===== src/assert_macros.svh =====
// assertion macros shared by the cursor tracker modules
`ifndef ASSERT_MACROS_SVH
`define ASSERT_MACROS_SVH

`ifndef SYNTHESIS

// property checked on every rising edge outside reset
`define MPCT_ASSERT(lbl, clk, rstn, prop, msg) \
    lbl: assert property (@(posedge clk) disable iff (!(rstn)) (prop)) else $error(msg);

// condition that must never be seen outside reset
`define MPCT_ASSERT_NEVER(lbl, clk, rstn, cond, msg) \
    `MPCT_ASSERT(lbl, clk, rstn, !(cond), msg)

`else

`define MPCT_ASSERT(lbl, clk, rstn, prop, msg)
`define MPCT_ASSERT_NEVER(lbl, clk, rstn, cond, msg)

`endif

`endif


===== src/mpct_pkg.sv =====
// shared types and constants of the mouse packet cursor tracker
package mpct_pkg;

    localparam int POSITION_BITS_DEFAULT = 16;
    localparam int EDGE_MARGIN = 16;
    localparam int QUEUE_DEPTH = 2;

    localparam logic [2:0] BTN_MASK = 3'b111;

    // register reset values
    localparam logic [7:0]  SENS_RESET   = 8'd2;
    localparam logic [10:0] WIDTH_RESET  = 11'd1024;
    localparam logic [10:0] HEIGHT_RESET = 11'd768;
    localparam logic [9:0]  BOTTOM_RESET = 10'd767;

    // register indexes
    localparam logic [1:0] CFG_SENSITIVITY = 2'd0;
    localparam logic [1:0] CFG_WIDTH       = 2'd1;
    localparam logic [1:0] CFG_HEIGHT      = 2'd2;
    localparam logic [1:0] CFG_BOTTOM      = 2'd3;

    // one complete packet handed from front to back
    typedef struct packed {
        logic [2:0] buttons;
        logic [7:0] delta_x;
        logic [7:0] delta_y;
    } mpct_entry_t;

    // configuration registers
    typedef struct packed {
        logic [7:0]  sensitivity;
        logic [10:0] screen_width;
        logic [10:0] screen_height;
        logic [9:0]  bottom_row;
    } mpct_cfg_t;

    // queue status
    typedef struct packed {
        logic full;
        logic empty;
    } mpct_q_stat_t;

    // divider status
    typedef struct packed {
        logic busy;
        logic done;
    } mpct_div_stat_t;

endpackage


===== src/mpct_front.sv =====
// front end: takes raw mouse bytes and assembles three-byte packets
module mpct_front
    import mpct_pkg::*;
(
    input  logic         clk,
    input  logic         rst_n,
    input  logic         s_tvalid,
    output logic         s_tready,
    input  logic [7:0]   s_tdata,      // data_byte
    input  mpct_q_stat_t q_stat,
    output logic         q_push,
    output mpct_entry_t  q_wdata
);

    logic [1:0] phase_reg, phase_next;
    logic [7:0] status_reg, status_next;
    logic [7:0] dx_reg, dx_next;
    logic       accept;

    assign s_tready = !q_stat.full;
    assign accept   = s_tvalid && s_tready;

    // packet phase and byte capture
    always_comb
    begin
        phase_next  = phase_reg;
        status_next = status_reg;
        dx_next     = dx_reg;
        q_push      = 1'b0;
        if (accept)
        begin
            case (phase_reg)
                2'd0:
                begin
                    status_next = s_tdata;
                    phase_next  = 2'd1;
                end
                2'd1:
                begin
                    dx_next    = s_tdata;
                    phase_next = 2'd2;
                end
                default:
                begin
                    // third byte, also taken for the unused phase code
                    phase_next = 2'd0;
                    q_push     = 1'b1;
                end
            endcase
        end
    end

    assign q_wdata.buttons = status_reg[2:0] & BTN_MASK;
    assign q_wdata.delta_x = dx_reg;
    assign q_wdata.delta_y = s_tdata;

    always_ff @(posedge clk or negedge rst_n)
    begin
        if (!rst_n)
        begin
            phase_reg  <= 2'd0;
            status_reg <= 8'd0;
            dx_reg     <= 8'd0;
        end
        else
        begin
            phase_reg  <= phase_next;
            status_reg <= status_next;
            dx_reg     <= dx_next;
        end
    end

endmodule


===== src/mpct_queue.sv =====
// short packet queue between front and back end
`include "assert_macros.svh"

module mpct_queue
    import mpct_pkg::*;
#(
    parameter int DEPTH = QUEUE_DEPTH
)
(
    input  logic         clk,
    input  logic         rst_n,
    input  logic         push,
    input  mpct_entry_t  wdata,
    input  logic         pop,
    output mpct_entry_t  rdata,
    output mpct_q_stat_t stat
);

    localparam int PTR_W = (DEPTH > 1) ? $clog2(DEPTH) : 1;
    localparam int CNT_W = $clog2(DEPTH + 1);

    mpct_entry_t      entries_reg [DEPTH];
    logic [PTR_W-1:0] wr_ptr_reg, wr_ptr_next;
    logic [PTR_W-1:0] rd_ptr_reg, rd_ptr_next;
    logic [CNT_W-1:0] count_reg, count_next;

    assign stat.full  = (count_reg == CNT_W'(DEPTH));
    assign stat.empty = (count_reg == '0);
    assign rdata      = entries_reg[rd_ptr_reg];

    // pointer and fill count update
    always_comb
    begin
        wr_ptr_next = wr_ptr_reg;
        rd_ptr_next = rd_ptr_reg;
        count_next  = count_reg;
        if (push)
        begin
            wr_ptr_next = (wr_ptr_reg == PTR_W'(DEPTH - 1)) ? '0 : wr_ptr_reg + 1'b1;
        end
        if (pop)
        begin
            rd_ptr_next = (rd_ptr_reg == PTR_W'(DEPTH - 1)) ? '0 : rd_ptr_reg + 1'b1;
        end
        if (push && !pop)
        begin
            count_next = count_reg + 1'b1;
        end
        else if (pop && !push)
        begin
            count_next = count_reg - 1'b1;
        end
    end

    always_ff @(posedge clk or negedge rst_n)
    begin
        if (!rst_n)
        begin
            wr_ptr_reg <= '0;
            rd_ptr_reg <= '0;
            count_reg  <= '0;
        end
        else
        begin
            wr_ptr_reg <= wr_ptr_next;
            rd_ptr_reg <= rd_ptr_next;
            count_reg  <= count_next;
        end
    end

    // entry storage
    always_ff @(posedge clk)
    begin
        if (push)
        begin
            entries_reg[wr_ptr_reg] <= wdata;
        end
    end

    `MPCT_ASSERT_NEVER(a_push_full, clk, rst_n, push && stat.full, "push into full queue")
    `MPCT_ASSERT_NEVER(a_pop_empty, clk, rst_n, pop && stat.empty, "pop from empty queue")
    `MPCT_ASSERT(a_empty_ptrs, clk, rst_n, (count_reg == '0) |-> (wr_ptr_reg == rd_ptr_reg), "empty queue with unequal pointers")

endmodule


===== src/mpct_div.sv =====
// serial signed divider by an 8-bit unsigned divisor, one quotient bit per cycle
module mpct_div
    import mpct_pkg::*;
#(
    parameter int POSITION_BITS = POSITION_BITS_DEFAULT
)
(
    input  logic                     clk,
    input  logic                     rst_n,
    input  logic                     start,
    input  logic [POSITION_BITS-1:0] dividend,
    input  logic [7:0]               divisor,
    output mpct_div_stat_t           stat,
    output logic [POSITION_BITS-1:0] quotient
);

    localparam int P     = POSITION_BITS;
    localparam int CNT_W = $clog2(P + 1);

    logic [CNT_W-1:0] cnt_reg, cnt_next;
    logic             done_reg, done_next;
    logic [P-1:0]     mag_reg, mag_next;
    logic [7:0]       rem_reg, rem_next;
    logic [7:0]       dvs_reg, dvs_next;
    logic             neg_reg, neg_next;
    logic [8:0]       trial;
    logic [8:0]       diff;
    logic             take;

    // restoring step on the magnitude
    assign trial = {rem_reg, mag_reg[P-1]};
    assign diff  = trial - {1'b0, dvs_reg};
    assign take  = (trial >= {1'b0, dvs_reg});

    always_comb
    begin
        cnt_next  = cnt_reg;
        done_next = 1'b0;
        mag_next  = mag_reg;
        rem_next  = rem_reg;
        dvs_next  = dvs_reg;
        neg_next  = neg_reg;
        if (start)
        begin
            cnt_next = CNT_W'(P);
            mag_next = dividend[P-1] ? (~dividend + 1'b1) : dividend;
            rem_next = 8'd0;
            dvs_next = divisor;
            neg_next = dividend[P-1];
        end
        else if (cnt_reg != '0)
        begin
            rem_next  = take ? diff[7:0] : trial[7:0];
            mag_next  = {mag_reg[P-2:0], take};
            cnt_next  = cnt_reg - 1'b1;
            done_next = (cnt_reg == CNT_W'(1));
        end
    end

    always_ff @(posedge clk or negedge rst_n)
    begin
        if (!rst_n)
        begin
            cnt_reg  <= '0;
            done_reg <= 1'b0;
        end
        else
        begin
            cnt_reg  <= cnt_next;
            done_reg <= done_next;
        end
    end

    always_ff @(posedge clk)
    begin
        mag_reg <= mag_next;
        rem_reg <= rem_next;
        dvs_reg <= dvs_next;
        neg_reg <= neg_next;
    end

    // truncation toward zero: apply the sign to the magnitude quotient
    assign quotient  = neg_reg ? (~mag_reg + 1'b1) : mag_reg;
    assign stat.busy = (cnt_reg != '0);
    assign stat.done = done_reg;

endmodule


===== src/mpct_back.sv =====
// back end: position update, edge checks and scaled cursor output
`include "assert_macros.svh"

module mpct_back
    import mpct_pkg::*;
#(
    parameter int POSITION_BITS = POSITION_BITS_DEFAULT
)
(
    input  logic         clk,
    input  logic         rst_n,
    input  mpct_cfg_t    cfg,
    input  mpct_q_stat_t q_stat,
    input  mpct_entry_t  q_rdata,
    output logic         q_pop,
    output logic         m_tvalid,
    input  logic         m_tready,
    output logic [23:0]  m_tdata
);

    localparam int P = POSITION_BITS;
    localparam int W = POSITION_BITS + 2;

    localparam logic [2:0] S_IDLE = 3'd0;
    localparam logic [2:0] S_XNEW = 3'd1;
    localparam logic [2:0] S_XOLD = 3'd2;
    localparam logic [2:0] S_YNEW = 3'd3;
    localparam logic [2:0] S_YOLD = 3'd4;
    localparam logic [2:0] S_EMIT = 3'd5;

    logic [2:0]   state_reg, state_next;
    logic [P-1:0] pos_x_reg, pos_x_next;
    logic [P-1:0] pos_y_reg, pos_y_next;
    logic [7:0]   dx_reg, dx_next;
    logic [7:0]   dy_reg, dy_next;
    logic [2:0]   btn_reg, btn_next;
    logic [9:0]   col_reg, col_next;
    logic [9:0]   row_reg, row_next;
    logic         out_valid_reg, out_valid_next;
    logic [23:0]  out_data_reg, out_data_next;

    logic           div_start;
    logic [P-1:0]   div_arg;
    mpct_div_stat_t div_stat;
    logic [P-1:0]   quo;

    logic [P-1:0]        nx_first;
    logic [P-1:0]        nx;
    logic [P-1:0]        ny;
    logic signed [W-1:0] q_ext;
    logic signed [W-1:0] row_new;
    logic signed [W-1:0] lim_x;
    logic signed [W-1:0] lim_y;
    logic                x_bad;
    logic                y_bad;

    mpct_div #(
        .POSITION_BITS(P)
    ) u_div (
        .clk     (clk),
        .rst_n   (rst_n),
        .start   (div_start),
        .dividend(div_arg),
        .divisor (cfg.sensitivity),
        .stat    (div_stat),
        .quotient(quo)
    );

    // candidate positions, wrapping sums
    assign nx_first = pos_x_reg + {{(P-8){q_rdata.delta_x[7]}}, q_rdata.delta_x};
    assign nx       = pos_x_reg + {{(P-8){dx_reg[7]}}, dx_reg};
    assign ny       = pos_y_reg + {{(P-8){dy_reg[7]}}, dy_reg};

    // edge checks on the scaled coordinate
    assign q_ext   = {{2{quo[P-1]}}, quo};
    assign row_new = $signed({{(W-10){1'b0}}, cfg.bottom_row}) - q_ext;
    assign lim_x   = $signed({{(W-11){1'b0}}, cfg.screen_width}) - W'(EDGE_MARGIN);
    assign lim_y   = $signed({{(W-11){1'b0}}, cfg.screen_height}) - W'(EDGE_MARGIN);
    assign x_bad   = (q_ext < 0) || (q_ext >= lim_x);
    assign y_bad   = (row_new < 0) || (row_new >= lim_y);

    // packet sequencer
    always_comb
    begin
        state_next     = state_reg;
        pos_x_next     = pos_x_reg;
        pos_y_next     = pos_y_reg;
        dx_next        = dx_reg;
        dy_next        = dy_reg;
        btn_next       = btn_reg;
        col_next       = col_reg;
        row_next       = row_reg;
        out_valid_next = out_valid_reg && !m_tready;
        out_data_next  = out_data_reg;
        q_pop          = 1'b0;
        div_start      = 1'b0;
        div_arg        = nx;
        case (state_reg)
            S_IDLE:
            begin
                if (!q_stat.empty)
                begin
                    q_pop      = 1'b1;
                    dx_next    = q_rdata.delta_x;
                    dy_next    = q_rdata.delta_y;
                    btn_next   = q_rdata.buttons;
                    div_start  = 1'b1;
                    div_arg    = nx_first;
                    state_next = S_XNEW;
                end
            end
            S_XNEW:
            begin
                if (div_stat.done)
                begin
                    div_start = 1'b1;
                    if (!x_bad)
                    begin
                        pos_x_next = nx;
                        col_next   = quo[9:0];
                        div_arg    = ny;
                        state_next = S_YNEW;
                    end
                    else
                    begin
                        div_arg    = pos_x_reg;
                        state_next = S_XOLD;
                    end
                end
            end
            S_XOLD:
            begin
                if (div_stat.done)
                begin
                    col_next   = quo[9:0];
                    div_start  = 1'b1;
                    div_arg    = ny;
                    state_next = S_YNEW;
                end
            end
            S_YNEW:
            begin
                if (div_stat.done)
                begin
                    if (!y_bad)
                    begin
                        pos_y_next = ny;
                        row_next   = row_new[9:0];
                        state_next = S_EMIT;
                    end
                    else
                    begin
                        div_start  = 1'b1;
                        div_arg    = pos_y_reg;
                        state_next = S_YOLD;
                    end
                end
            end
            S_YOLD:
            begin
                if (div_stat.done)
                begin
                    row_next   = row_new[9:0];
                    state_next = S_EMIT;
                end
            end
            S_EMIT:
            begin
                if (!out_valid_reg || m_tready)
                begin
                    out_valid_next = 1'b1;
                    out_data_next  = {1'b0, btn_reg, row_reg, col_reg};
                    state_next     = S_IDLE;
                end
            end
            default:
            begin
                state_next = S_IDLE;
            end
        endcase
    end

    always_ff @(posedge clk or negedge rst_n)
    begin
        if (!rst_n)
        begin
            state_reg     <= S_IDLE;
            pos_x_reg     <= '0;
            pos_y_reg     <= '0;
            out_valid_reg <= 1'b0;
        end
        else
        begin
            state_reg     <= state_next;
            pos_x_reg     <= pos_x_next;
            pos_y_reg     <= pos_y_next;
            out_valid_reg <= out_valid_next;
        end
    end

    always_ff @(posedge clk)
    begin
        dx_reg       <= dx_next;
        dy_reg       <= dy_next;
        btn_reg      <= btn_next;
        col_reg      <= col_next;
        row_reg      <= row_next;
        out_data_reg <= out_data_next;
    end

    assign m_tvalid = out_valid_reg;
    assign m_tdata  = out_data_reg;

    `MPCT_ASSERT(a_div_start_idle, clk, rst_n, div_start |-> !div_stat.busy, "divider restarted while busy")
    `MPCT_ASSERT(a_done_waiting, clk, rst_n, div_stat.done |-> (state_reg != S_IDLE && state_reg != S_EMIT), "quotient arrived with no request waiting")
    `MPCT_ASSERT(a_pos_x_commit, clk, rst_n, !$stable(pos_x_reg) |-> $past(state_reg == S_XNEW && div_stat.done), "x position changed outside its check")

endmodule


===== src/mouse_packet_cursor_tracker_unit.sv =====
// top level of the mouse packet cursor tracker
// Takes raw PS/2 mouse bytes on the slave stream, groups them into status, X delta and
// Y delta packets, and for every completed packet emits one request holding the cursor
// column, row and the three button bits. Each byte is taken while the front queue has
// room. The back end per packet runs two to four serial divisions on one shared
// divider (the second division of an axis only when its move is undone); the result
// waits in an output register while the next packet is already being worked on.
// Configuration is to be written through the cfg channel only while no packet is in
// flight; the block itself does not enforce this. A sensitivity of zero is stored as
// one. No start-up sweep is needed after reset.
module mouse_packet_cursor_tracker_unit
    import mpct_pkg::*;
#(
    parameter int POSITION_BITS = POSITION_BITS_DEFAULT
)
(
    input  logic        clk,
    input  logic        rst_n,
    input  logic        s_tvalid,
    output logic        s_tready,
    input  logic [7:0]  s_tdata,     // [7:0] data_byte
    output logic        m_tvalid,
    input  logic        m_tready,
    output logic [23:0] m_tdata,     // [9:0] cursor_column, [19:10] cursor_row,
                                     // [22:20] buttons, [23] zero
    input  logic        cfg_valid,
    output logic        cfg_ready,
    input  logic [1:0]  cfg_index,
    input  logic [10:0] cfg_data
);

    mpct_cfg_t    cfg_reg, cfg_next;
    mpct_q_stat_t q_stat;
    mpct_entry_t  q_wdata;
    mpct_entry_t  q_rdata;
    logic         q_push;
    logic         q_pop;

    // configuration registers
    assign cfg_ready = 1'b1;

    always_comb
    begin
        cfg_next = cfg_reg;
        if (cfg_valid && cfg_ready)
        begin
            case (cfg_index)
                CFG_SENSITIVITY:
                begin
                    cfg_next.sensitivity = (cfg_data[7:0] == 8'd0) ? 8'd1 : cfg_data[7:0];
                end
                CFG_WIDTH:
                begin
                    cfg_next.screen_width = cfg_data;
                end
                CFG_HEIGHT:
                begin
                    cfg_next.screen_height = cfg_data;
                end
                CFG_BOTTOM:
                begin
                    cfg_next.bottom_row = cfg_data[9:0];
                end
                default:
                begin
                    cfg_next = cfg_reg;
                end
            endcase
        end
    end

    always_ff @(posedge clk or negedge rst_n)
    begin
        if (!rst_n)
        begin
            cfg_reg.sensitivity   <= SENS_RESET;
            cfg_reg.screen_width  <= WIDTH_RESET;
            cfg_reg.screen_height <= HEIGHT_RESET;
            cfg_reg.bottom_row    <= BOTTOM_RESET;
        end
        else
        begin
            cfg_reg <= cfg_next;
        end
    end

    // packet assembly
    mpct_front u_front (
        .clk     (clk),
        .rst_n   (rst_n),
        .s_tvalid(s_tvalid),
        .s_tready(s_tready),
        .s_tdata (s_tdata),
        .q_stat  (q_stat),
        .q_push  (q_push),
        .q_wdata (q_wdata)
    );

    // packet queue
    mpct_queue #(
        .DEPTH(QUEUE_DEPTH)
    ) u_queue (
        .clk  (clk),
        .rst_n(rst_n),
        .push (q_push),
        .wdata(q_wdata),
        .pop  (q_pop),
        .rdata(q_rdata),
        .stat (q_stat)
    );

    // position tracking and output
    mpct_back #(
        .POSITION_BITS(POSITION_BITS)
    ) u_back (
        .clk     (clk),
        .rst_n   (rst_n),
        .cfg     (cfg_reg),
        .q_stat  (q_stat),
        .q_rdata (q_rdata),
        .q_pop   (q_pop),
        .m_tvalid(m_tvalid),
        .m_tready(m_tready),
        .m_tdata (m_tdata)
    );

endmodule


===== config.mk =====
export PLATFORM = sky130hd
export DESIGN_NAME = mouse_packet_cursor_tracker_unit
export DESIGN_NICKNAME = d
export VERILOG_FILES = /design/src/mpct_pkg.sv /design/src/mpct_front.sv /design/src/mpct_queue.sv /design/src/mpct_div.sv /design/src/mpct_back.sv /design/src/mouse_packet_cursor_tracker_unit.sv
export VERILOG_INCLUDE_DIRS = /design/src /design/src/src
export SDC_FILE = /design/constraint.sdc
export NUM_CORES = 1
export LEC_CHECK = 0
export BUFFER_PORTS_ARGS = -buffer_cell sky130_fd_sc_hd__buf_2
export CORE_ASPECT_RATIO = 0.6
export CORE_MARGIN = 2
export CORE_UTILIZATION = 39
export DETAILED_ROUTE_END_ITERATION = 12
export GPL_ROUTABILITY_DRIVEN = 0
export PLACE_DENSITY_LB_ADDON = 0.05
export REMOVE_ABC_BUFFERS = 1
export SLEW_MARGIN = 5
export SYNTH_ARGS = -nofsm -noshare
export SYNTH_HDL_FRONTEND = slang
export SYNTH_HIERARCHICAL = 1
export SYNTH_SLANG_ARGS = --single-unit

===== constraint.sdc =====
create_clock -name clk -period 19.8 [get_ports clk]
set_input_delay 1.98 -clock clk [delete_from_list [all_inputs] [get_ports clk]]
set_output_delay 1.98 -clock clk [all_outputs]
set_load 0.02 [all_outputs]

# Yosys cells after proc, flatten, opt, wreduce, memory -nomap -nowiden
# Memory sizes are Yosys's and may differ from the RTL's.
# Cells that the tools add are included.
# W data, S select, Z words.
[totals]
reg_bits = 194
latch_bits = 0
ram_bits = 38
mem_bits_ro = 0
in_bits = 26
out_inout_bits = 27
wordCells = 158
memories = 1
[memory_table]
columns = ["memory", "words", "word_bits", "rd", "rd_clocked_by_memory_dff", "write_ports", "line", "rtl"]
rows = [
  ["u_queue.entries_reg", 2, 19, 1, 0, 1, "mpct_queue.sv:22", "mpct_entry_t entries_reg [DEPTH];"],
]
[op_classes]
addsub = 14
n_mul = 0
n_div = 0
n_lt_le_gt_ge = 5
n_eq_ne = 19
n_shift = 0
muxes = 51
bitwise_logic = 5
reduce_logical = 37
[ops]
columns = ["operator", "n"]
rows = [
  ["$mux W16", 10],
  ["$pmux W16 S4", 1],
  ["$mux W10", 6],
  ["$add A16 B16 Y16", 3],
  ["$pmux W10 S2", 2],
  ["$add A16 B1 Y16 const B", 2],
  ["$not A16 Y16", 2],
  ["$sub A11 B5 Y12 const B", 2],
  ["$mux W3", 6],
  ["$pmux W3 S6", 1],
  ["$ge A17 B12 Y1", 1],
  ["$lt A17 B1 Y1 const B", 1],
  ["$mux W1", 17],
  ["$sub A11 B16 Y17", 1],
  ["$ge A16 B12 Y1", 1],
  ["$lt A16 B1 Y1 const B", 1],
  ["$mux W8", 2],
  ["$reduce_and A2 Y1", 8],
  ["$ne A2 B2 Y1 const B", 7],
  ["$mux W5", 2],
  ["$ge A9 B8 Y1", 1],
  ["$logic_not A8 Y1", 1],
  ["$reduce_and A4 Y1", 2],
  ["$reduce_bool A2 Y1", 4],
  ["other kinds (25)", 47],
]

# Longest topological paths before layout
[depth]
word_depth = 13
depth_mapped = 30
mapped_depth_nobuf = 29

# Hierarchy
# Netlist, hierarchy kept.
[by_module_without_submodules]
columns = ["mod", "n_inst", "cells_each", "area_each_um2", "seq_area_each_um2"]
rows = [
  ["mpct_back", 1, 850, 8217.9, 2762.6],
  ["mpct_div", 1, 285, 2643.8, 1061.0],
  ["mpct_queue", 1, 75, 1637.8, 1241.2],
  ["mouse_packet_cursor_tracker_unit", 1, 92, 1551.5, 1017.2],
  ["mpct_front", 1, 40, 620.6, 325.3],
]

# Least setup slack after synthesis
# OpenSTA, ideal clock, no wires.
[synth_timing]
path_kind = "flip-flop to flip-flop"
start = "register u_back.u_div.neg_reg"
end = "register u_back.u_div.mag_reg[13] (data pin)"
setup_time_ns = 0.269
t_arrival_ns = 5.935
required_time_ns = 19.531
slack_ns = 13.596
stages_incl_launch_ff = 28
path_buffers = 2
synth_period_minus_slack_ns = 6.204
cell_sequence = "edfxtp_1 > clkbuf_1 > o21ai_0 > inv_1 > ha_1 > nor2b_1 > o21ai_0 > a21boi_0 > o21a_1 > o21ai_0 > a21o_1 > a2111oi_0 > nor3_1 > ha_1 > nand4_1 > nor2_1 > a31o_2 > a31oi_1 > a21o_1 > a21oi_2 > a211o_1 > a221o_1 > or4_1 > buf_2 > or4_1 > o21ai_2 > xor2_1 > a21oi_1"
[synth_between]
elab_chain_len = 11
elab_cells_between_ends = 20
cone_classes = "add/sub (2); order compare (4); mux (11); bitwise (1); reduce/logical (2)"
[synth_lines]
columns = ["element", "line", "rtl"]
rows = [
  ["start, declared", "mpct_div.sv:25", "logic neg_reg, neg_next;"],
  ["start signal, assigned", "mpct_div.sv:79", "neg_reg <= neg_next;"],
  ["$mux W16 *", "mpct_div.sv:83", "assign quotient = neg_reg ? (~mag_reg + 1'b1) : mag_reg;"],
  ["named net u_back.quo[1]", "mpct_back.sv:45", "logic [P-1:0] quo;"],
  ["$sub A11 B16 Y17", "mpct_back.sv:76", "assign row_new = $signed({{(W-10){1'b0}}, cfg.bottom_row}) - q_ext;"],
  ["$lt A17 B1 Y1 or $ge A17 B12 Y1 (tied branches)", "mpct_back.sv:80", "assign y_bad = (row_new < 0) || (row_new >= lim_y);"],
  ["$logic_or A1 B1 Y1", "mpct_back.sv:80", ""],
  ["$mux W16", "mpct_back.sv:145", "if (!y_bad)"],
  ["$mux W16", "mpct_back.sv:143", "if (div_stat.done)"],
  ["$pmux W16 S4 *", "mpct_back.sv:98", "case (state_reg)"],
  ["named net u_back.div_arg[9]", "mpct_back.sv:43", "logic [P-1:0] div_arg;"],
  ["$not A16 Y16 *", "mpct_div.sv:46", "mag_next = dividend[P-1] ? (~dividend + 1'b1) : dividend;"],
  ["$add A16 B1 Y16 *", "mpct_div.sv:46", ""],
  ["$mux W16 *", "mpct_div.sv:46", ""],
  ["$mux W16 *", "mpct_div.sv:43", "if (start)"],
  ["named net u_back.u_div.mag_next[13]", "mpct_div.sv:22", "logic [P-1:0] mag_reg, mag_next;"],
  ["end signal, assigned", "mpct_div.sv:76", "mag_reg <= mag_next;"],
  ["end, declared", "mpct_div.sv:22", ""],
]
# The timed path passes the listed nets; every way through them passes the cells marked *.
# A chain may end at the register's enable or synchronous reset.

# Worst setup path after layout
[layout_timing]
start = "register u_back.u_div.neg_reg"
end = "register u_back.u_div.mag_reg[13] (data pin)"
[layout_between]
elab_cells_between_ends = 20
cone_classes = "add/sub (2); order compare (4); mux (11); bitwise (1); reduce/logical (2)"
[layout_lines]
columns = ["element", "line", "rtl"]
rows = [
  ["$mux W16 *", "mpct_div.sv:83", ""],
  ["named net u_back.quo[1]", "mpct_back.sv:45", ""],
  ["$sub A11 B16 Y17 *", "mpct_back.sv:76", ""],
  ["named net u_back.row_new[7]", "mpct_back.sv:51", "logic signed [W-1:0] row_new;"],
  ["$lt A17 B1 Y1 or $ge A17 B12 Y1 (tied branches)", "mpct_back.sv:80", ""],
  ["$logic_or A1 B1 Y1 *", "mpct_back.sv:80", ""],
  ["$mux W1 *", "mpct_back.sv:145", ""],
  ["$mux W1 *", "mpct_back.sv:143", ""],
  ["$pmux W1 S3 *", "mpct_back.sv:98", ""],
  ["named net u_back.div_start", "mpct_back.sv:42", "logic div_start;"],
  ["$mux W16 *", "mpct_div.sv:43", ""],
  ["named net u_back.u_div.mag_next[13]", "mpct_div.sv:22", ""],
]
# Marks and branches as above.

==> report_table.html <==
<table>
<tr><th>Metric</th><th>Value</th></tr>
<tr><th colspan="2">STA</th></tr>
<tr><td>Hold violation total from the final report</td><td>0</td></tr>
<tr><td>Time the worst path needs with I/O delays and setup</td><td>7.664 ns</td></tr>
<tr><td>Final setup violation count</td><td>0</td></tr>
<tr><td>Maximum operating frequency</td><td>130.5 MHz</td></tr>
<tr><td>Least setup slack across all paths after layout</td><td>12.14 ns</td></tr>
<tr><td>Final critical-path share of the clock period</td><td>38.71%</td></tr>
<tr><td>Slew Limit Headroom</td><td>17.93%</td></tr>
<tr><td>Sum of negative setup slack</td><td>0 ns</td></tr>
<tr><td>RSZ-0062 raised after global routing</td><td>false</td></tr>
<tr><td>Worst Max-Slew Pin Slew</td><td>1.230 ns</td></tr>
<tr><td>Worst hold slack across all endpoints</td><td>0.4200 ns</td></tr>
<tr><td>Clock skew after layout</td><td>0.01803 ns</td></tr>
<tr><td>Final-report max-slew violation count</td><td>0</td></tr>
<tr><th colspan="2">Drt</th></tr>
<tr><td>Routed via count divided by cell count</td><td>5.503</td></tr>
<tr><td>Count of antenna-violating nets left after detailed routing</td><td>0</td></tr>
<tr><td>Detailed-routing iteration count for the pre-antenna-repair pass</td><td>6</td></tr>
<tr><td>Total number of vias</td><td>10,450</td></tr>
<tr><td>Total wirelength of the detailed-routed design</td><td>40,030 um</td></tr>
<tr><td>Avg WL per Cell</td><td>21.08 um</td></tr>
<tr><td>Drc violations</td><td>0</td></tr>
<tr><td>DR iter-0 viols</td><td>843</td></tr>
<tr><th colspan="2">Clocking</th></tr>
<tr><td>TritonCTS Buffers</td><td>25</td></tr>
<tr><td>Clock tree from TritonCTS</td><td>built</td></tr>
<tr><td>Max Buffers Root-to-Sink</td><td>3</td></tr>
<tr><td>Hold_buf cts</td><td>0</td></tr>
<tr><td>Clock edge transition at the registers on the reported setup and hold paths</td><td>0.06 ns</td></tr>
<tr><td>Clock tree root buffer cell</td><td>clkbuf_16</td></tr>
<tr><td>Post-CTS Setup Repair Bufs</td><td>0</td></tr>
<tr><td>Post-CTS sizing</td><td>0</td></tr>
<tr><td>Total number of clock tree sinks</td><td>232</td></tr>
<tr><td>Clk_lat worst skew</td><td>0.54 ns</td></tr>
<tr><td>Number of H-tree levels</td><td>1</td></tr>
<tr><th colspan="2">Final layout</th></tr>
<tr><td>Layout fillers</td><td>3,458</td></tr>
<tr><td>Net count reported at finish</td><td>1,512</td></tr>
<tr><td>Area of the multi-input gates</td><td>0.007700 mm2</td></tr>
<tr><td>Post-Route Utilization</td><td>43.82%</td></tr>
<tr><td>Max reg flops</td><td>40</td></tr>
<tr><td>Synth-to-layout area growth</td><td>9.577%</td></tr>
<tr><td>Number of inserted diodes</td><td>0</td></tr>
<tr><td>Flip-flop and latch area</td><td>0.006407 mm2</td></tr>
<tr><td>Fraction of layout cells with a size suffix above 1</td><td>18.14%</td></tr>
<tr><th colspan="2">Place</th></tr>
<tr><td># port buffers</td><td>50</td></tr>
<tr><td>Worst Setup Slack post-DPL</td><td>12.26 ns</td></tr>
<tr><td>DP HPWL</td><td>30,990 um</td></tr>
<tr><th colspan="2">Floorplanning</th></tr>
<tr><td>Number of ports placed on the die boundary</td><td>53</td></tr>
<tr><td>Chip Width</td><td>254.4 um</td></tr>
<tr><td>Height of the die</td><td>154.2 um</td></tr>
<tr><td>Area enclosed by the die boundary</td><td>0.03924 mm2</td></tr>
<tr><td>Total core area</td><td>0.03669 mm2</td></tr>
<tr><td>Standard-cell rows</td><td>54</td></tr>
<tr><td>Effective utilization at floorplan</td><td>39.99%</td></tr>
<tr><th colspan="2">Global routing</th></tr>
<tr><td>Pin count of the biggest net entering global routing</td><td>59</td></tr>
<tr><td>Number of antenna violations at the first check in global routing</td><td>0</td></tr>
<tr><td>Residual overflow from global routing</td><td>0</td></tr>
<tr><td>GRT Overall Usage</td><td>20.83%</td></tr>
<tr><td>Number of global-route vias before repair</td><td>9,910</td></tr>
<tr><td>Global-route wire length before repair</td><td>62,080 um</td></tr>
<tr><th colspan="2">Worst setup path</th></tr>
<tr><td>Type of element launching the critical path</td><td>flop</td></tr>
<tr><td>Nature of the critical path endpoint</td><td>flop</td></tr>
<tr><td>Crit-path max cell delay</td><td>0.65 ns</td></tr>
<tr><td>Most used cell, CP</td><td>o21ai_0</td></tr>
<tr><td>Endpoint arrival time on the critical path</td><td>7.93 ns</td></tr>
<tr><td>Required time reported for the critical path endpoint</td><td>20.06 ns</td></tr>
<tr><td>Cell type of the slowest stage on the worst timing path</td><td>or4_1</td></tr>
<tr><td>Largest driver fanout on the critical path</td><td>47</td></tr>
<tr><td>Critical path class</td><td>flop to flop</td></tr>
<tr><th colspan="2">Pwr</th></tr>
<tr><td>Power per cell area</td><td>181.0 mW/mm2</td></tr>
<tr><td>Peak supply drop</td><td>0.07726 mV</td></tr>
<tr><td>P_leak</td><td>6.617 nW</td></tr>
<tr><td>Post-layout power</td><td>2.910 mW</td></tr>
<tr><th colspan="2">Synthesis</th></tr>
<tr><td>Number of distinct library cells after synthesis</td><td>102</td></tr>
<tr><td>Area leader, netlist</td><td>edfxtp_1</td></tr>
<tr><td>Post-synth ARST share</td><td>42.67%</td></tr>
<tr><td>Leading cell type by number of instances after synthesis</td><td>edfxtp_1</td></tr>
<tr><td>Count of flip-flops with a built-in enable after synthesis</td><td>125</td></tr>
<tr><td>Number of synthesized register bits</td><td>232</td></tr>
<tr><td>Main flop type after synthesis</td><td>edfxtp_1</td></tr>
<tr><td>Syn Inst Count</td><td>1,342</td></tr>
<tr><td>Number of warnings reported in the yosys synthesis log</td><td>6</td></tr>
<tr><td>Share of the synthesized area in the top cell type</td><td>25.58%</td></tr>
<tr><td>Leading cell types by count after synthesis</td><td>edfxtp_1, ha_1, dfrtp_1</td></tr>
<tr><td>Leading post-synthesis cells by cell area</td><td>edfxtp_1, dfrtp_1, ha_1</td></tr>
<tr><td>Sequential element share of the synthesized area</td><td>43.67%</td></tr>
<tr><td>Post-Syn Area per Cell</td><td>10.93 um2</td></tr>
<tr><td>Cell Area, Synth</td><td>0.01467 mm2</td></tr>
<tr><th colspan="2">Job</th></tr>
<tr><td>Number of maximum-capacitance violations</td><td>0</td></tr>
<tr><th colspan="2">Hold path</th></tr>
<tr><td>Min-delay worst type</td><td>flop to flop</td></tr>
<tr><th colspan="2">Status</th></tr>
<tr><td>Result of the run</td><td>finished, final reports clean</td></tr>
</table>
[critical path, delay by kind of cell (launching register included)]
kind | cells | cell delay (ns)
AOI/OAI and AO/OA | 11 | 2.94
and+or+nand+nor | 8 | 2.20
buffers and inverters | 3 | 0.77
adders and majority gates | 2 | 0.60
DFF | 1 | 0.58
xor gates and xnor gates | 2 | 0.26
[routing by layer]
| layer | up-vias | part of all wire [%] | global-route usage, % |
|---|---|---|---|
| met5 | - | 0 | 0 |
| met4 | 0 | 1.5 | 3.305 |
| met3 | 39 | 8.0 | 6.042 |
| met2 | 293 | 33 | 23.76 |
| met1 | 5029 | 57 | 36.42 |
| li1 | 5090 | - | - |
[path summary, 6_finish.rpt]
check | slack (ns) | from | cells after the start | to
setup / recovery | 12.14 | u_back/u_div/neg_reg$_DFFE_PP_ | 26 | u_back/u_div/mag_reg[13]$_DFFE_PP_
hold / removal | 0.42 | u_back/btn_reg[2]$_DFFE_PP_ | 0 | u_back/m_tdata[22]$_DFFE_PP_
setup reg to reg | 12.14 | u_back/u_div/neg_reg$_DFFE_PP_ | 26 | u_back/u_div/mag_reg[13]$_DFFE_PP_
hold reg to reg | 0.42 | u_back/btn_reg[2]$_DFFE_PP_ | 0 | u_back/m_tdata[22]$_DFFE_PP_
max in group asynchronous | 17.10 | rst_n | 2 | cfg_reg[10]$_DFFE_PN0P_
min in group asynchronous | 1.45 | rst_n | 1 | u_front/dx_reg[7]$_DFFE_PN0P_
[where the power goes]
part	internal (mW)	switching, mW
clock	0.246	0.204
sequential	0.672	0.118
combinational	0.670	1.00
[cell usage in the layout (no fill, tap or decap), drive strengths merged, types with 18 or more instances in the layout]
master | netlist | layout
xnor2 | 56 | 56
buf | 30 | 61
dfrtp | 86 | 86
mux2 | 96 | 96
nand2 | 82 | 82
clkbuf | 22 | 27
a211oi | 18 | 18
ha | 104 | 104
edfxtp | 125 | 125
xor2 | 43 | 43
nand3 | 29 | 29
o21ai | 78 | 78
inv | 61 | 63
nor3 | 33 | 33
a21o | 29 | 29
a21oi | 84 | 84
nor2 | 78 | 78
[area by class of cell]
cell class | instances | share of cell area, %
Multi-Input combinational cell | 994 | 47.89
Sequential cell | 232 | 39.86
Timing Repair Buffer | 61 | 2.086
Tap cell | 504 | 3.922
Clock buffer | 27 | 3.938
Clock inverter | 18 | 0.8327
Inverter | 63 | 1.471
[through the flow]
stage	cells	area, um2
6_report	1899	16080
5_1_grt	1899	16080
4_1_cts	1899	16080
3_5_place_dp	1854	15310
3_3_place_gp	1854	15310
2_1_floorplan	1289	14340
[kinds of logic after synthesis]
family	count (synthesis)	synth area share (%)
flops	232	43.67
simple gates	338	12.31
compound gates	340	15.85
mux	106	8.767
fa+ha+maj	109	9.551
buf+inv	116	3.880
xor+xnor	99	5.910
other cells	2	0.05119
(Power assumes the default switching activity.)
